--- src/rtl/peak_suppression_1d_core_defines.svh ---
// Assertion macros for the 1-D peak suppression core.
// Included by the top level; expects signals clk and rst in scope.
`ifndef PEAK_SUPPRESSION_1D_CORE_DEFINES_SVH
`define PEAK_SUPPRESSION_1D_CORE_DEFINES_SVH

// Check a property on every rising edge outside reset.
`define PSN_ASSERT(lbl, prop, msg) \
  lbl: assert property (@(posedge clk) disable iff (rst) (prop)) else $error(msg);

// Check that a condition leads to a consequence in the following cycle.
`define PSN_ASSERT_NEXT(lbl, ante, cons, msg) \
  lbl: assert property (@(posedge clk) disable iff (rst) (ante) |=> (cons)) else $error(msg);

`endif

--- src/rtl/psn_pkg.sv ---
// Shared types and constants of the 1-D peak suppression core.
// No dependencies; used by psn_cell and peak_suppression_1d_core.
package psn_pkg;

  // Width of the half-width register, fixed by the register map.
  localparam int HW_BITS = 4;
  // Half width after reset.
  localparam logic [HW_BITS-1:0] HW_RESET = 4'd1;
  // Width of cell position arithmetic (covers the deepest window).
  localparam int POS_W = 8;

  // Control broadcast from the top level to every window cell.
  typedef struct packed {
    logic               shift;  // a sample beat is accepted
    logic               clear;  // the accepted beat starts a new sequence
    logic [HW_BITS-1:0] n;      // effective half width
  } cell_ctrl_t;

endpackage

--- src/rtl/psn_cell.sv ---
// One window cell: holds one sample, passes it to the next cell on each
// accepted beat and checks it against the broadcast candidate. Uses psn_pkg.
module psn_cell #(
  parameter int IDX         = 0,
  parameter int SAMPLE_BITS = 16
) (
  input  logic                   clk,
  input  psn_pkg::cell_ctrl_t    ctrl,
  input  logic [SAMPLE_BITS-1:0] din,
  input  logic [SAMPLE_BITS-1:0] cand,
  output logic [SAMPLE_BITS-1:0] val,
  output logic                   ok
);

  localparam logic [psn_pkg::POS_W-1:0] IDX_P = psn_pkg::POS_W'(IDX);

  logic [psn_pkg::POS_W-1:0] n_p;
  logic [psn_pkg::POS_W-1:0] twice_n;
  logic                      newer;
  logic                      older;

  // Shift the sample along; a new sequence empties all cells behind the head.
  always_ff @(posedge clk) begin
    if (ctrl.shift) begin
      val <= (ctrl.clear && (IDX != 0)) ? '0 : din;
    end
  end

  // Newer neighbors must be strictly below the candidate, older ones not above.
  always_comb begin
    n_p     = psn_pkg::POS_W'(ctrl.n);
    twice_n = psn_pkg::POS_W'({ctrl.n, 1'b0});
    newer   = IDX_P < n_p;
    older   = (IDX_P > n_p) && (IDX_P <= twice_n);
    if (newer) begin
      ok = cand > val;
    end else if (older) begin
      ok = cand >= val;
    end else begin
      ok = 1'b1;
    end
  end

endmodule

--- src/rtl/peak_suppression_1d_core.sv ---
// Top level of the 1-D peak suppression core: window cell chain, position
// counter, evaluation stage and output register. Uses psn_pkg, psn_cell.
//
// Channel | dir | handshake          | content
// s_*     | in  | s_tvalid/s_tready  | tdata: sample; tuser: first
// m_*     | out | m_tvalid/m_tready  | tdata: peak_index, peak_value
// cfg_*   | in  | cfg_valid/cfg_ready| cfg_data: half_width
//
// One sample beat per cycle while s_tready is high. A beat shifts the cell
// chain at once; the evaluation stage then compares the candidate cell with
// its neighbors in parallel across the chain and loads a peak into the output
// register once it is free, for a beat that completes its neighborhood.
// s_tready drops only while an evaluation waits on a stalled output register.
// rst clears control state; there is no clearing pass.
`include "peak_suppression_1d_core_defines.svh"

module peak_suppression_1d_core #(
  parameter int MAX_HALF_WIDTH = 15,
  parameter int SAMPLE_BITS    = 16,
  parameter int INDEX_BITS     = 20
) (
  input  logic clk,
  input  logic rst,
  // sample beats
  input  logic                                           s_tvalid,
  output logic                                           s_tready,
  input  logic [((SAMPLE_BITS+7)/8)*8-1:0]               s_tdata,  // [SAMPLE_BITS-1:0] sample
  input  logic                                           s_tuser,  // [0] first
  // peak beats
  output logic                                           m_tvalid,
  input  logic                                           m_tready,
  // [INDEX_BITS-1:0] peak_index, then SAMPLE_BITS peak_value
  output logic [((INDEX_BITS+SAMPLE_BITS+7)/8)*8-1:0]    m_tdata,
  // configuration
  input  logic                                           cfg_valid,
  output logic                                           cfg_ready,
  input  logic [psn_pkg::HW_BITS-1:0]                    cfg_data
);

  localparam int DEPTH = 2 * MAX_HALF_WIDTH + 1;
  localparam int SEL_W = $clog2(DEPTH);
  localparam int OUT_W = ((INDEX_BITS + SAMPLE_BITS + 7) / 8) * 8;
  localparam int CMP_W = INDEX_BITS + 1;
  localparam logic [INDEX_BITS-1:0] IDX_MAX = {INDEX_BITS{1'b1}};

  logic [psn_pkg::HW_BITS-1:0] half_width;
  logic [psn_pkg::HW_BITS-1:0] half_width_next;
  logic [INDEX_BITS-1:0]       position;
  logic [INDEX_BITS-1:0]       cur;
  logic                        elig;
  logic                        accept;
  logic                        advance;

  logic                        pend;
  logic                        pend_elig;
  logic [INDEX_BITS-1:0]       pend_idx;

  logic [INDEX_BITS-1:0]       out_index;
  logic [SAMPLE_BITS-1:0]      out_value;

  psn_pkg::cell_ctrl_t         ctrl;
  logic [SAMPLE_BITS-1:0]      win [DEPTH];
  logic [DEPTH-1:0]            ok;
  logic [SAMPLE_BITS-1:0]      cand;
  logic                        peak;

  // Configuration: always ready; store the clamped half width.
  assign cfg_ready = 1'b1;

  always_comb begin
    if (cfg_data == '0) begin
      half_width_next = psn_pkg::HW_BITS'(1);
    end else if (int'(cfg_data) > MAX_HALF_WIDTH) begin
      half_width_next = psn_pkg::HW_BITS'(MAX_HALF_WIDTH);
    end else begin
      half_width_next = cfg_data;
    end
  end

  always_ff @(posedge clk) begin
    if (rst) begin
      half_width <= psn_pkg::HW_RESET;
    end else if (cfg_valid) begin
      half_width <= half_width_next;
    end
  end

  // Handshake: the output register frees the evaluation stage.
  assign advance  = !m_tvalid || m_tready;
  assign s_tready = !pend || advance;
  assign accept   = s_tvalid && s_tready;

  // Position of the incoming sample and whether its window is complete.
  always_comb begin
    cur  = s_tuser ? '0 : position;
    elig = (cur != IDX_MAX) &&
           (CMP_W'(cur) >= CMP_W'({half_width, 1'b0}));
  end

  // Advance the saturating position counter.
  always_ff @(posedge clk) begin
    if (rst) begin
      position <= '0;
    end else if (accept) begin
      position <= (cur != IDX_MAX) ? cur + INDEX_BITS'(1) : cur;
    end
  end

  // Cell chain, newest sample in cell 0.
  assign ctrl.shift = accept;
  assign ctrl.clear = s_tuser;
  assign ctrl.n     = half_width;
  assign cand       = win[SEL_W'(half_width)];

  for (genvar i = 0; i < DEPTH; i++) begin : g_cell
    if (i == 0) begin : g_head
      psn_cell #(
        .IDX         (i),
        .SAMPLE_BITS (SAMPLE_BITS)
      ) u_cell (
        .clk  (clk),
        .ctrl (ctrl),
        .din  (s_tdata[SAMPLE_BITS-1:0]),
        .cand (cand),
        .val  (win[i]),
        .ok   (ok[i])
      );
    end else begin : g_body
      psn_cell #(
        .IDX         (i),
        .SAMPLE_BITS (SAMPLE_BITS)
      ) u_cell (
        .clk  (clk),
        .ctrl (ctrl),
        .din  (win[i-1]),
        .cand (cand),
        .val  (win[i]),
        .ok   (ok[i])
      );
    end
  end

  assign peak = pend_elig && (&ok);

  // Evaluation stage: hold the beat's bookkeeping until the chain is checked.
  always_ff @(posedge clk) begin
    if (rst) begin
      pend <= 1'b0;
    end else if (accept) begin
      pend <= 1'b1;
    end else if (advance) begin
      pend <= 1'b0;
    end
  end

  always_ff @(posedge clk) begin
    if (accept) begin
      pend_elig <= elig;
      pend_idx  <= cur - INDEX_BITS'(half_width);
    end
  end

  // Output register: load a peak when free, hold while stalled.
  always_ff @(posedge clk) begin
    if (rst) begin
      m_tvalid <= 1'b0;
    end else if (advance) begin
      m_tvalid <= pend && peak;
    end
  end

  always_ff @(posedge clk) begin
    if (advance && pend && peak) begin
      out_index <= pend_idx;
      out_value <= cand;
    end
  end

  assign m_tdata = OUT_W'({out_value, out_index});

  // Checks
  `PSN_ASSERT_NEXT(a_no_result_without_eval, !pend && advance, !m_tvalid,
                   "result appeared without a pending evaluation")
  `PSN_ASSERT_NEXT(a_first_restarts_count, accept && s_tuser,
                   position == INDEX_BITS'(1), "first beat did not restart position")
  `PSN_ASSERT(a_half_width_range,
              (half_width != '0) && (int'(half_width) <= MAX_HALF_WIDTH),
              "half width outside its range")

endmodule
--- config.mk ---
export PLATFORM = sky130hd
export DESIGN_NAME = peak_suppression_1d_core
export DESIGN_NICKNAME = d
export VERILOG_FILES = /design/src/rtl/psn_pkg.sv /design/src/rtl/psn_cell.sv /design/src/rtl/peak_suppression_1d_core.sv
export VERILOG_INCLUDE_DIRS = /design/src /design/src/rtl
export SDC_FILE = /design/constraint.sdc
export NUM_CORES = 1
export LEC_CHECK = 0
export ABC_AREA = 1
export CORE_MARGIN = 1
export CORE_UTILIZATION = 60
export CTS_BUF_LIST = sky130_fd_sc_hd__clkbuf_4
export DETAILED_ROUTE_END_ITERATION = 10
export DONT_BUFFER_PORTS = 1
export PLACE_DENSITY = 0.76
export SLEW_MARGIN = 25
export SYNTH_ARGS = -nofsm -noshare
export SYNTH_HDL_FRONTEND = slang
export SYNTH_HIERARCHICAL = 1
export SYNTH_SLANG_ARGS = --single-unit
--- constraint.sdc ---
create_clock -name clk -period 27.1 [get_ports clk]
set_input_delay 5.42 -clock clk [delete_from_list [all_inputs] [get_ports clk]]
set_output_delay 5.42 -clock clk [all_outputs]
set_load 0.02 [all_outputs]
Word-level counts from Yosys, hierarchy flattened
Index checks and enable logic that the tools add are counted.
{"block": "classes", "add_sub_neg": 2, "magnitude_cmp": 107, "eq_ne": 1, "n_mux": 53, "bitwise": 1, "reduce_logical": 28}
{"op": "$ge 16x16->1", "count": 30}
{"op": "$gt 16x16->1", "count": 15}
{"op": "$bmux 16 s5", "count": 1}
{"op": "$le 5x5->1 const A", "count": 15}
{"op": "$mux 1", "count": 47}
{"op": "$le 4x5->1 const A", "count": 8}
{"op": "$mux 20", "count": 2}
{"op": "$gt 4x4->1 const A", "count": 8}
{"op": "$mux 16", "count": 2}
{"op": "$reduce_and 31->1", "count": 1}
{"op": "$lt 4x4->1 const A", "count": 7}
{"op": "$logic_and 1x1->1", "count": 21}
{"op": "$add 20x1->20 const B", "count": 1}
{"op": "$ge 20x5->1", "count": 1}
{"op": "$le 3x5->1 const A", "count": 4}
{"op": "$ne 20x20->1 const B", "count": 1}
{"op": "$sub 20x4->20", "count": 1}
{"op": "$gt 3x4->1 const A", "count": 4}
{"op": "$lt 3x4->1 const A", "count": 4}
{"op": "$le 2x5->1 const A", "count": 2}
{"op": "$gt 2x4->1 const A", "count": 2}
{"op": "$lt 1x4->1 const A", "count": 2}
{"op": "$lt 2x4->1 const A", "count": 2}
{"op": "$ge 6x6->1 const B", "count": 1}
{"op": "other kinds (8)", "count": 10}
{"block": "word_totals", "reg_bits": 579}

Logic depth before layout (Yosys ltp)
Gate-level depths: netlist of the first run.
{"block": "logic_depth", "depth_word": 10, "depth_mapped": 26, "mapped_depth_nobuf": 24}

By module
Netlist of the first run, hierarchy kept.
{"mod": "peak_suppression_1d_core", "n_inst": 1, "cells_per_inst": 890, "area_per_inst_um2": 6810.3}
{"mod": "psn_cell at g_cell[17].g_body.u_cell ...", "n_inst": 2, "cells_per_inst": 132, "area_per_inst_um2": 1083.5}
{"mod": "psn_cell at g_cell[18].g_body.u_cell ...", "n_inst": 2, "cells_per_inst": 126, "area_per_inst_um2": 1057.3}
{"mod": "psn_cell at g_cell[23].g_body.u_cell ...", "n_inst": 2, "cells_per_inst": 123, "area_per_inst_um2": 1047.3}
{"mod": "psn_cell at g_cell[5].g_body.u_cell", "n_inst": 1, "cells_per_inst": 135, "area_per_inst_um2": 1116.1}
{"mod": "psn_cell at g_cell[9].g_body.u_cell", "n_inst": 1, "cells_per_inst": 135, "area_per_inst_um2": 1109.8}
{"mod": "psn_cell at g_cell[6].g_body.u_cell", "n_inst": 1, "cells_per_inst": 134, "area_per_inst_um2": 1101.1}
{"mod": "psn_cell at g_cell[8].g_body.u_cell", "n_inst": 1, "cells_per_inst": 134, "area_per_inst_um2": 1099.8}
{"mod": "psn_cell at g_cell[13].g_body.u_cell", "n_inst": 1, "cells_per_inst": 135, "area_per_inst_um2": 1091.0}
{"mod": "psn_cell at g_cell[7].g_body.u_cell", "n_inst": 1, "cells_per_inst": 127, "area_per_inst_um2": 1089.8}
{"mod": "psn_cell at g_cell[10].g_body.u_cell", "n_inst": 1, "cells_per_inst": 132, "area_per_inst_um2": 1087.3}
{"mod": "psn_cell at g_cell[3].g_body.u_cell", "n_inst": 1, "cells_per_inst": 130, "area_per_inst_um2": 1084.8}
{"mod": "psn_cell at g_cell[14].g_body.u_cell", "n_inst": 1, "cells_per_inst": 133, "area_per_inst_um2": 1083.5}
{"mod": "psn_cell at g_cell[4].g_body.u_cell", "n_inst": 1, "cells_per_inst": 130, "area_per_inst_um2": 1083.5}
{"mod": "15 more rows"}

Least setup slack after synthesis of the first run
OpenSTA, ideal clock, no wires.
{"block": "synth_timing", "path_kind": "input port to flip-flop", "startpoint": "in m_tready", "endpoint": "reg position[7]", "setup_ns": 0.116, "arrival_time_ns": 21.470, "t_required_ns": 26.984, "path_slack_ns": 5.514, "cell_stages": 7, "path_cell_list": "nor2_1 > nand2_1 > nand2_1 > inv_2 > clkbuf_1 > nand4_1 > a21oi_2"}
{"block": "synth_between", "elab_chain_cells": 3}
{"item": "start, declared", "line": "peak_suppression_1d_core.sv:31", "source": "input logic m_tready,"}
{"item": "$logic_or 1x1->1", "line": "peak_suppression_1d_core.sv:89", "source": "assign advance = !m_tvalid || m_tready;"}
{"item": "$logic_or 1x1->1", "line": "peak_suppression_1d_core.sv:90", "source": "assign s_tready = !pend || advance;"}
{"item": "net s_tready", "line": "peak_suppression_1d_core.sv:26", "source": "output logic s_tready,"}
{"item": "$logic_and 1x1->1", "line": "peak_suppression_1d_core.sv:91", "source": "assign accept = s_tvalid && s_tready;"}
{"item": "net accept", "line": "peak_suppression_1d_core.sv:51", "source": "logic accept;"}
{"item": "end signal, assigned", "line": "peak_suppression_1d_core.sv:105", "source": "position <= (cur != IDX_MAX) ? cur + INDEX_BITS'(1) : cur;"}
{"item": "end, declared", "line": "peak_suppression_1d_core.sv:48", "source": "logic [INDEX_BITS-1:0] position;"}
The timed path passes the listed nets, and every way through them passes these cells.
A chain may end at the register's enable or synchronous reset.

Worst setup path in the final report of the first run
{"block": "layout_timing", "startpoint": "in m_tready", "endpoint": "out s_tready"}
{"block": "layout_between", "elab_chain_cells": 2}
{"item": "$logic_or 1x1->1", "line": "peak_suppression_1d_core.sv:89"}
{"item": "$logic_or 1x1->1", "line": "peak_suppression_1d_core.sv:90"}
{"item": "end, declared", "line": "peak_suppression_1d_core.sv:26"}
No other way between the ends.

==> summary.txt, run 1 <==
Run status
  – Status: finished with violations
  – Failing checks: max-slew violations

Detailed routing
  – DR pass1 iterations: 5
  – DRT antenna net count: 0
  – WL per Instance: 15.1 um
  – Vias per cell: 5.11
  – # DRC: 0
  – Drt first-iter violations: 1823
  – Routed WL: 89000 um
  – Via Count: 30192

Die
  – Row count: 94
  – Core Region: 65900 um2
  – Initial core utilization: 0.607
  – Ports: 69
  – Die height: 260 um
  – Die Area: 67700 um2
  – Die X: 260 um

Critical path
  – CP max stage cell: nor2_1
  – Crit path launch type: input port
  – Crit path required time: 21.68 ns
  – Critical Path, Cell by Cell: nor2_1 -> nand2_1
  – CP Depth: 2
  – Worst setup endpoint: s_tready
  – Worst R2R End: out_index[9]$_DFFE_PP_
  – CP top delay family: simple AND/OR/NAND/NOR gates
  – Crit Path Max Fanout: 3
  – Crit path arrival time: 5.94 ns
  – Crit. End Element: output pin
  – FF-to-FF path depth: 17
  – Peak per-stage delay on the critical path: 0.26 ns
  – R2r setup slk: 20.63 ns
  – RR Startpoint: half_width[0]$_SDFFE_PP1P_
  – CP Launch Point: m_tready
  – Crit path buf inv count: 0
  – WS Path Type: in2out

Pwr
  – Clk network pwr share: 0.324
  – Reg power frac: 0.422
  – Max VDD drop: 0.0450 mV
  – Sw power: 825 uW
  – Comb power frac: 0.254
  – Net Sw Frac: 0.325
  – Pwr Density: 59.2 nW/um2
  – Leak: 0.0220 uW
  – Pint: 1710 uW

Timing
  – Final Hold Fails: 0
  – Setup TNS: 0 ns
  – Worst rel slew slack: -0.157
  – Final setup viols: 0
  – Worst Hold Slack: 0.419 ns
  – RSZ-0062 raised after global routing: no
  – Final period utilization: 0.419
  – Fmax: 88.0 MHz
  – Max Slew Vio Count: 184
  – Minimum clock period: 11.36 ns
  – Slew @ Worst Pin: 1.74 ns
  – Clock skew: 0.0669 ns

Clocking
  – Reg clk slew, reported paths: 0.06 ns
  – Hold_buf cts: 0
  – Clk root buf: clkbuf_4
  – Clk_lat worst skew: 0.99 ns
  – CTS tree: yes
  – Total CTS buffers: 156
  – H-tree lvl count: 4
  – Max clock buf depth: 3
  – Clock sinks: 579
  – CTS resizes: 0
  – Postcts setup bufs: 0

Place
  – Post-DP Area: 40800 um2
  – GPL Wtd Cong: 0.880
  – Dpl hpwl: 59100 um
  – # port buffers: 0

Synth
  – Yosys reg bits: 579
  – Synthesized cell area: 40000 um2
  – Synth top area share: 0.415
  – Dominant cells by area after synthesis: edfxtp_1 (42%), ha_1 (16%), inv_1 (12%)
  – Synth Flop Type: edfxtp_1
  – Synth Area per Inst: 8.24 um2
  – Asr flop ratio synth: 0
  – Post-synth EDFFs: 553
  – Area leader, netlist: edfxtp_1
  – Seq/Total Area, Yosys: 0.428
  – Warnings, synthesis: 6
  – Post-Synthesis Cells: 4854
  – Netlist cell types: 61

Global route
  – Vias in the first global route: 29229
  – First-pass GRT wire length: 143000 um
  – Total grt overflow: 0
  – Initial antenna violation count: 2
  – Pin count of the biggest net entering global routing: 488
  – Total GRT Usage: 0.267

Layout
  – Area grow syn2layout: 7.17%
  – Multi-input logic area: 17300 um2
  – Fraction of layout cells with a size suffix above 1: 0.0867
  – Final Cell Area: 42800 um2
  – Commonest non-fill, non-tap cell in the layout: inv_1
  – Fill count: 5564
  – Most frequent cells in the layout: inv_1 (1312), nand2_1 (771), nor2_1 (657)
  – FF/Latch Area: 17100 um2
  – Utilization after layout: 0.651
  – Final nets: 5453

Hold path
  – Hold Path Class: reg2reg
  – HP Start: pend_idx[6]$_DFFE_PP_

Job
  – Max-cap viol count: 0
-- cell usage after synthesis (all sizes together) (3+ instances only) --
cell type,instances
edfxtp,553
o21a,11
nand2,822
o21bai,5
mux2i,64
o211ai,67
clkbuf,53
nand3,115
o21ai,139
a21oi,256
ha,500
a21o,13
nor3,21
nor3b,3
and2,4
inv,1335
xor2,9
nand4,55
buf,66
clkinv,4
nor2,705
nand3b,12
dfxtp,26
-- power groups by stage --
| stage | clock, uW | sequential (uW) | combinational (uW) |
|---|---|---|---|
| 6_report | 821 | 1070 | 644 |
| 5_1_grt | 886 | 1080 | 742 |
| 4_1_cts | 846 | 1070 | 649 |
| 3_3_place_gp | 0 | 1090 | 611 |
| 2_1_floorplan | 0 | 1100 | 475 |
| 3_5_place_dp | 0 | 1090 | 644 |
-- metal layers --
layer  wire [um]  vias to the layer above  track usage  share of wire
met4        3310                        0        0.127          0.037
met2       43500                      700        0.462           0.49
met3        4100                      181       0.0407          0.046
li1            -                    15464            -              -
met1       38100                    13847        0.325           0.43
met5           0                        -            0              0
-- final cells by class --
class | count | area share
Antenna cell | 3 | 0.000175
Multi-Input combinational cell | 2820 | 0.403
Tap cell | 864 | 0.0252
Timing Repair Buffer | 31 | 0.00628
Sequential cell | 579 | 0.400
Inverter | 1339 | 0.118
Clock buffer | 238 | 0.0417
Clock inverter | 32 | 0.00619
-- cell families (layout without fill, tap and decap cells) --
group / Yosys count / in the layout / synth area share
xor+xnor: 11 / 11 / 0.00241
simple gates: 1743 / 1743 / 0.186
compound gates: 497 / 497 / 0.0691
buf+inv: 1458 / 1640 / 0.141
mux: 64 / 64 / 0.0160
other cells: 2 / 8 / 0.000188
fa+ha+maj: 500 / 500 / 0.156
flops: 579 / 579 / 0.428
-- metrics by stage --
step	setup WS, ns	std cells	power, uW
2_1_floorplan	5.51	4857	1580
3_3_place_gp	15.78	5632	1700
3_5_place_dp	15.74	5632	1730
4_1_cts	15.74	5902	2570
5_1_grt	15.70	5906	2710
6_report	15.74	5906	2540
-- worst min-delay path by stage --
| stage | endpoint | slack, ns | depth (start not counted) |
|---|---|---|---|
| 2_1_floorplan | out_index[0]$_DFFE_PP_ | 0.40 | 0 |
| 3_5_place_dp | out_index[12]$_DFFE_PP_ | 0.40 | 0 |
| 4_1_cts | out_index[7]$_DFFE_PP_ | 0.41 | 0 |
| 3_3_place_gp | out_index[15]$_DFFE_PP_ | 0.40 | 0 |
| 6_report | out_index[6]$_DFFE_PP_ | 0.42 | 0 |
| 5_1_grt | out_index[11]$_DFFE_PP_ | 0.42 | 0 |
-- sequential cells by signal, summed over array words and instances, names as in the netlist --
signal,count
pend_idx,20
half_width,4
m_tvalid,1
pend_elig,1
out_index,20
position,20
g_cell.g_head.u_cell/val,16
out_value,16
g_cell.g_body.u_cell/val,480
pend,1
Power figures use the tool's default switching activity.
==> inputs of run 2 (changes only) <==
--- a/config.mk
+++ b/config.mk
@@ -6,13 +6,13 @@
 export SDC_FILE = /design/constraint.sdc
 export NUM_CORES = 1
 export LEC_CHECK = 0
-export ABC_AREA = 1
+export ABC_AREA = 0
 export CORE_MARGIN = 1
 export CORE_UTILIZATION = 60
 export CTS_BUF_LIST = sky130_fd_sc_hd__clkbuf_4
 export DETAILED_ROUTE_END_ITERATION = 10
 export DONT_BUFFER_PORTS = 1
-export PLACE_DENSITY = 0.76
+export PLACE_DENSITY = 0.79
 export SLEW_MARGIN = 25
 export SYNTH_ARGS = -nofsm -noshare
 export SYNTH_HDL_FRONTEND = slang
==> constraint.sdc (replaced) <==
create_clock -name clk -period 10.3 [get_ports clk]
set_input_delay 2.06 -clock clk [delete_from_list [all_inputs] [get_ports clk]]
set_output_delay 2.06 -clock clk [all_outputs]
set_load 0.02 [all_outputs]
==> run 2 against run 1 <==
Wire length is 6.0% higher. The run now ends clean. Largest cell class unchanged. Clock power grew to 2.5 times the previous value. Sequential power rose to 2.7 times the previous value. Global-route usage is 3.9 points higher. Final cell count is 27% lower.
==> summary.txt, run 2 <==
Global route
  – Total grt overflow: 0 (unchanged)
  – Initial antenna violation count: 2 (unchanged)
  – Pin count of the biggest net entering global routing: 522 (+7.0%)
  – Vias in the first global route: 26458 (-9.5%)
  – First-pass GRT wire length: 146000 um (+2.5%)
  – Total GRT Usage: 0.306 (+0.0388)

Synth
  – Synth Flop Type: edfxtp_1
  – Synth top area share: 0.448 (+0.0330)
  – Seq/Total Area, Yosys: 0.462 (+0.0341)
  – Post-synth EDFFs: 553 (unchanged)
  – Warnings, synthesis: 6 (unchanged)
  – Dominant cells by area after synthesis: edfxtp_1 (45%), ha_1 (17%), nor2b_1 (8.4%)
  – Post-Synthesis Cells: 3278 (-32%)
  – Netlist cell types: 108 (+77%)
  – Synth top cells by count: edfxtp_1 (553), inv_1 (523), ha_1 (500), nor2b_1 (500), a21oi_1 (197)
  – Synth Area per Inst: 11.3 um2 (+37%)
  – Top-count cell post-synth: edfxtp_1
  – Area leader, netlist: edfxtp_1
  – Yosys reg bits: 579 (unchanged)
  – Synthesized cell area: 37000 um2 (-7.4%)
  – Asr flop ratio synth: 0 (unchanged)

Detailed routing
  – Vias per cell: 6.09 (+19%)
  – DR pass1 iterations: 5 (unchanged)
  – Drt first-iter violations: 2089 (+15%)
  – DRT antenna net count: 0 (unchanged)
  – Routed WL: 94300 um (+6.0%)
  – WL per Instance: 22.0 um (+46%)
  – # DRC: 0 (unchanged)
  – Via Count: 26080 (-14%)

Pwr
  – Max VDD drop: 0.0961 mV (+110%)
  – Pwr Density: 159 nW/um2 (+170%)
  – Leak: 0.0168 uW (-24%)

Timing
  – Max Slew Vio Count: 0 (-100%)
  – Final setup viols: 0 (unchanged)
  – Clock skew: 0.0648 ns (-0.00212 ns)
  – Worst rel slew slack: 0.166 (+0.323)
  – Minimum clock period: 6.67 ns
  – Final period utilization: 0.648
  – Slew @ Worst Pin: 1.25 ns (-0.485 ns)
  – Fmax: 150 MHz
  – Setup WS post-layout: 3.63 ns (-12.11 ns)
  – Final Hold Fails: 0 (unchanged)
  – RSZ-0062 raised after global routing: no
  – Setup TNS: 0 ns (unchanged)

Clocking
  – Clock sinks: 579 (unchanged)
  – Postcts setup bufs: 0 (unchanged)
  – Hold_buf cts: 0 (unchanged)
  – Total CTS buffers: 155 (-0.64%)
  – CTS tree: yes
  – CTS resizes: 0 (unchanged)
  – H-tree lvl count: 4 (unchanged)
  – Max clock buf depth: 3 (unchanged)
  – Reg clk slew, reported paths: 0.07 ns (about the same)
  – Clk root buf: clkbuf_4
  – Clk_lat worst skew: 1.05 ns (+0.06 ns)

Die
  – Initial core utilization: 0.610 (+0.00317)
  – Core Region: 60700 um2 (-7.8%)
  – Ports: 69 (unchanged)
  – Row count: 90 (-4.3%)
  – Die Area: 62700 um2 (-7.3%)
  – Die height: 250 um (-3.7%)
  – Die X: 250 um (-3.7%)

Critical path
  – Crit path required time: 11.01 ns (-10.67 ns)
  – Critical Path, Cell by Cell: buf_4 -> mux4_2 -> mux4_2 -> buf_4 -> ha_1 -> and4_1 -> nand2b_1 -> nor3_2 -> nor4b_2 -> a2bb2oi_1 -> nand4_1 -> nor4_1 -> nand3_1 -> nor2b_4 -> buf_16
  – Crit path arrival time: 7.38 ns (+1.44 ns)
  – CP top delay family: simple AND/OR/NAND/NOR gates
  – Crit path launch type: register
  – WS Path Type: reg2reg
  – Crit path buf inv count: 3 (+3)
  – Crit. End Element: register
  – CP max stage cell: dfxtp_4
  – Crit Path Max Fanout: 66 (+63)
  – Peak per-stage delay on the critical path: 0.96 ns (+0.70 ns)

Job
  – Max-cap viol count: 0 (unchanged)

Layout
  – Area grow syn2layout: 7.88%
  – Most flops, register: g_cell.g_body.u_cell/val
  – Fill count: 4668 (-16%)
  – Commonest non-fill, non-tap cell in the layout: edfxtp_1
  – Final nets: 3916 (-28%)
  – Largest register FFs: 480 (unchanged)
  – FF/Latch Area: 17100 um2 (unchanged)
  – Fraction of layout cells with a size suffix above 1: 0.124 (+0.0374)
  – Multi-input logic area: 17600 um2 (+2.0%)
  – Most frequent cells in the layout: edfxtp_1 (553), inv_1 (523), ha_1 (500)

Place
  – # port buffers: 0 (unchanged)
  – Pre-CTS setup slack: 3.53 ns (-12.21 ns)
  – GPL Wtd Cong: 1.03 (+18%)
  – Dpl hpwl: 65800 um (+11%)

Run status
  – Status: finished, final reports clean

Hold path
  – Hold Path Class: reg2reg
## run 2: cell types whose count changed after synthesis, sizes merged, moves of 29 or more
cell,delta
nand3,-81
buf,-35
a21oi,-55
mux4,+80
mux2i,-58
inv,-810
nand4,+29
nand2b,+35
nor2,-626
nor2b,+501
o211ai,-51
nand2,-677
o21ai,-55
## run 2: metal layers
layer | GRT usage | vias to the layer above | wire (um)
li1 | - | 12075 | -
met1 | 0.361 | 12735 | 36600
met4 | 0.196 | 0 | 5560
met3 | 0.0592 | 268 | 5640
met2 | 0.512 | 1002 | 46500
met5 | 0 | - | 0
## run 2: final cells by class
cell class | instances | area share
Antenna cell | 7 | 0.000438
Clock buffer | 213 | 0.0400
Clock inverter | 50 | 0.00902
Inverter | 527 | 0.0499
Multi-Input combinational cell | 2101 | 0.441
Sequential cell | 579 | 0.429
Tap cell | 782 | 0.0245
Timing Repair Buffer | 26 | 0.00651
## run 2: cells by family after synthesis
| logic type | count (synthesis) | synth area share |
|---|---|---|
| AOI/OAI and AO/OA | 494 | 0.0893 |
| xor gates and xnor gates | 13 | 0.00307 |
| buffers and inverters | 601 | 0.0627 |
| adders and majority gates | 502 | 0.169 |
| other | 2 | 0.000203 |
| muxes | 90 | 0.0516 |
| and+or+nand+nor | 997 | 0.161 |
| DFF | 579 | 0.462 |
## run 2: worst paths after layout
kind                              start                      end  slack (ns)  depth (start not counted)
max reg2reg  half_width[1]$_SDFFE_PP0P_  out_index[12]$_DFFE_PP_        3.63                         15
max          half_width[1]$_SDFFE_PP0P_  out_index[12]$_DFFE_PP_        3.63                         15
min reg2reg      pend_idx[13]$_DFFE_PP_  out_index[13]$_DFFE_PP_        0.41                          0
min              pend_idx[13]$_DFFE_PP_  out_index[13]$_DFFE_PP_        0.41                          0
## run 2: report_power, final
| part | switching [uW] | internal, uW | total, uW |
|---|---|---|---|
| Sequential | 107 | 2730 | 2840 |
| Combinational | 869 | 589 | 1460 |
| Clock | 983 | 1080 | 2070 |
| Total | 1960 | 4400 | 6360 |
## run 2: metrics by stage
step	power (uW)	hold WS, ns	instance area, um2	util	cells
2_1_floorplan	3880	0.400	37000	-	3281
3_3_place_gp	4240	0.402	37900	0.625	4013
3_5_place_dp	4320	0.405	37900	0.625	4013
4_1_cts	6410	0.414	39900	0.657	4276
5_1_grt	6700	0.418	39900	0.658	4282
6_report	6360	0.410	40000	0.658	4285
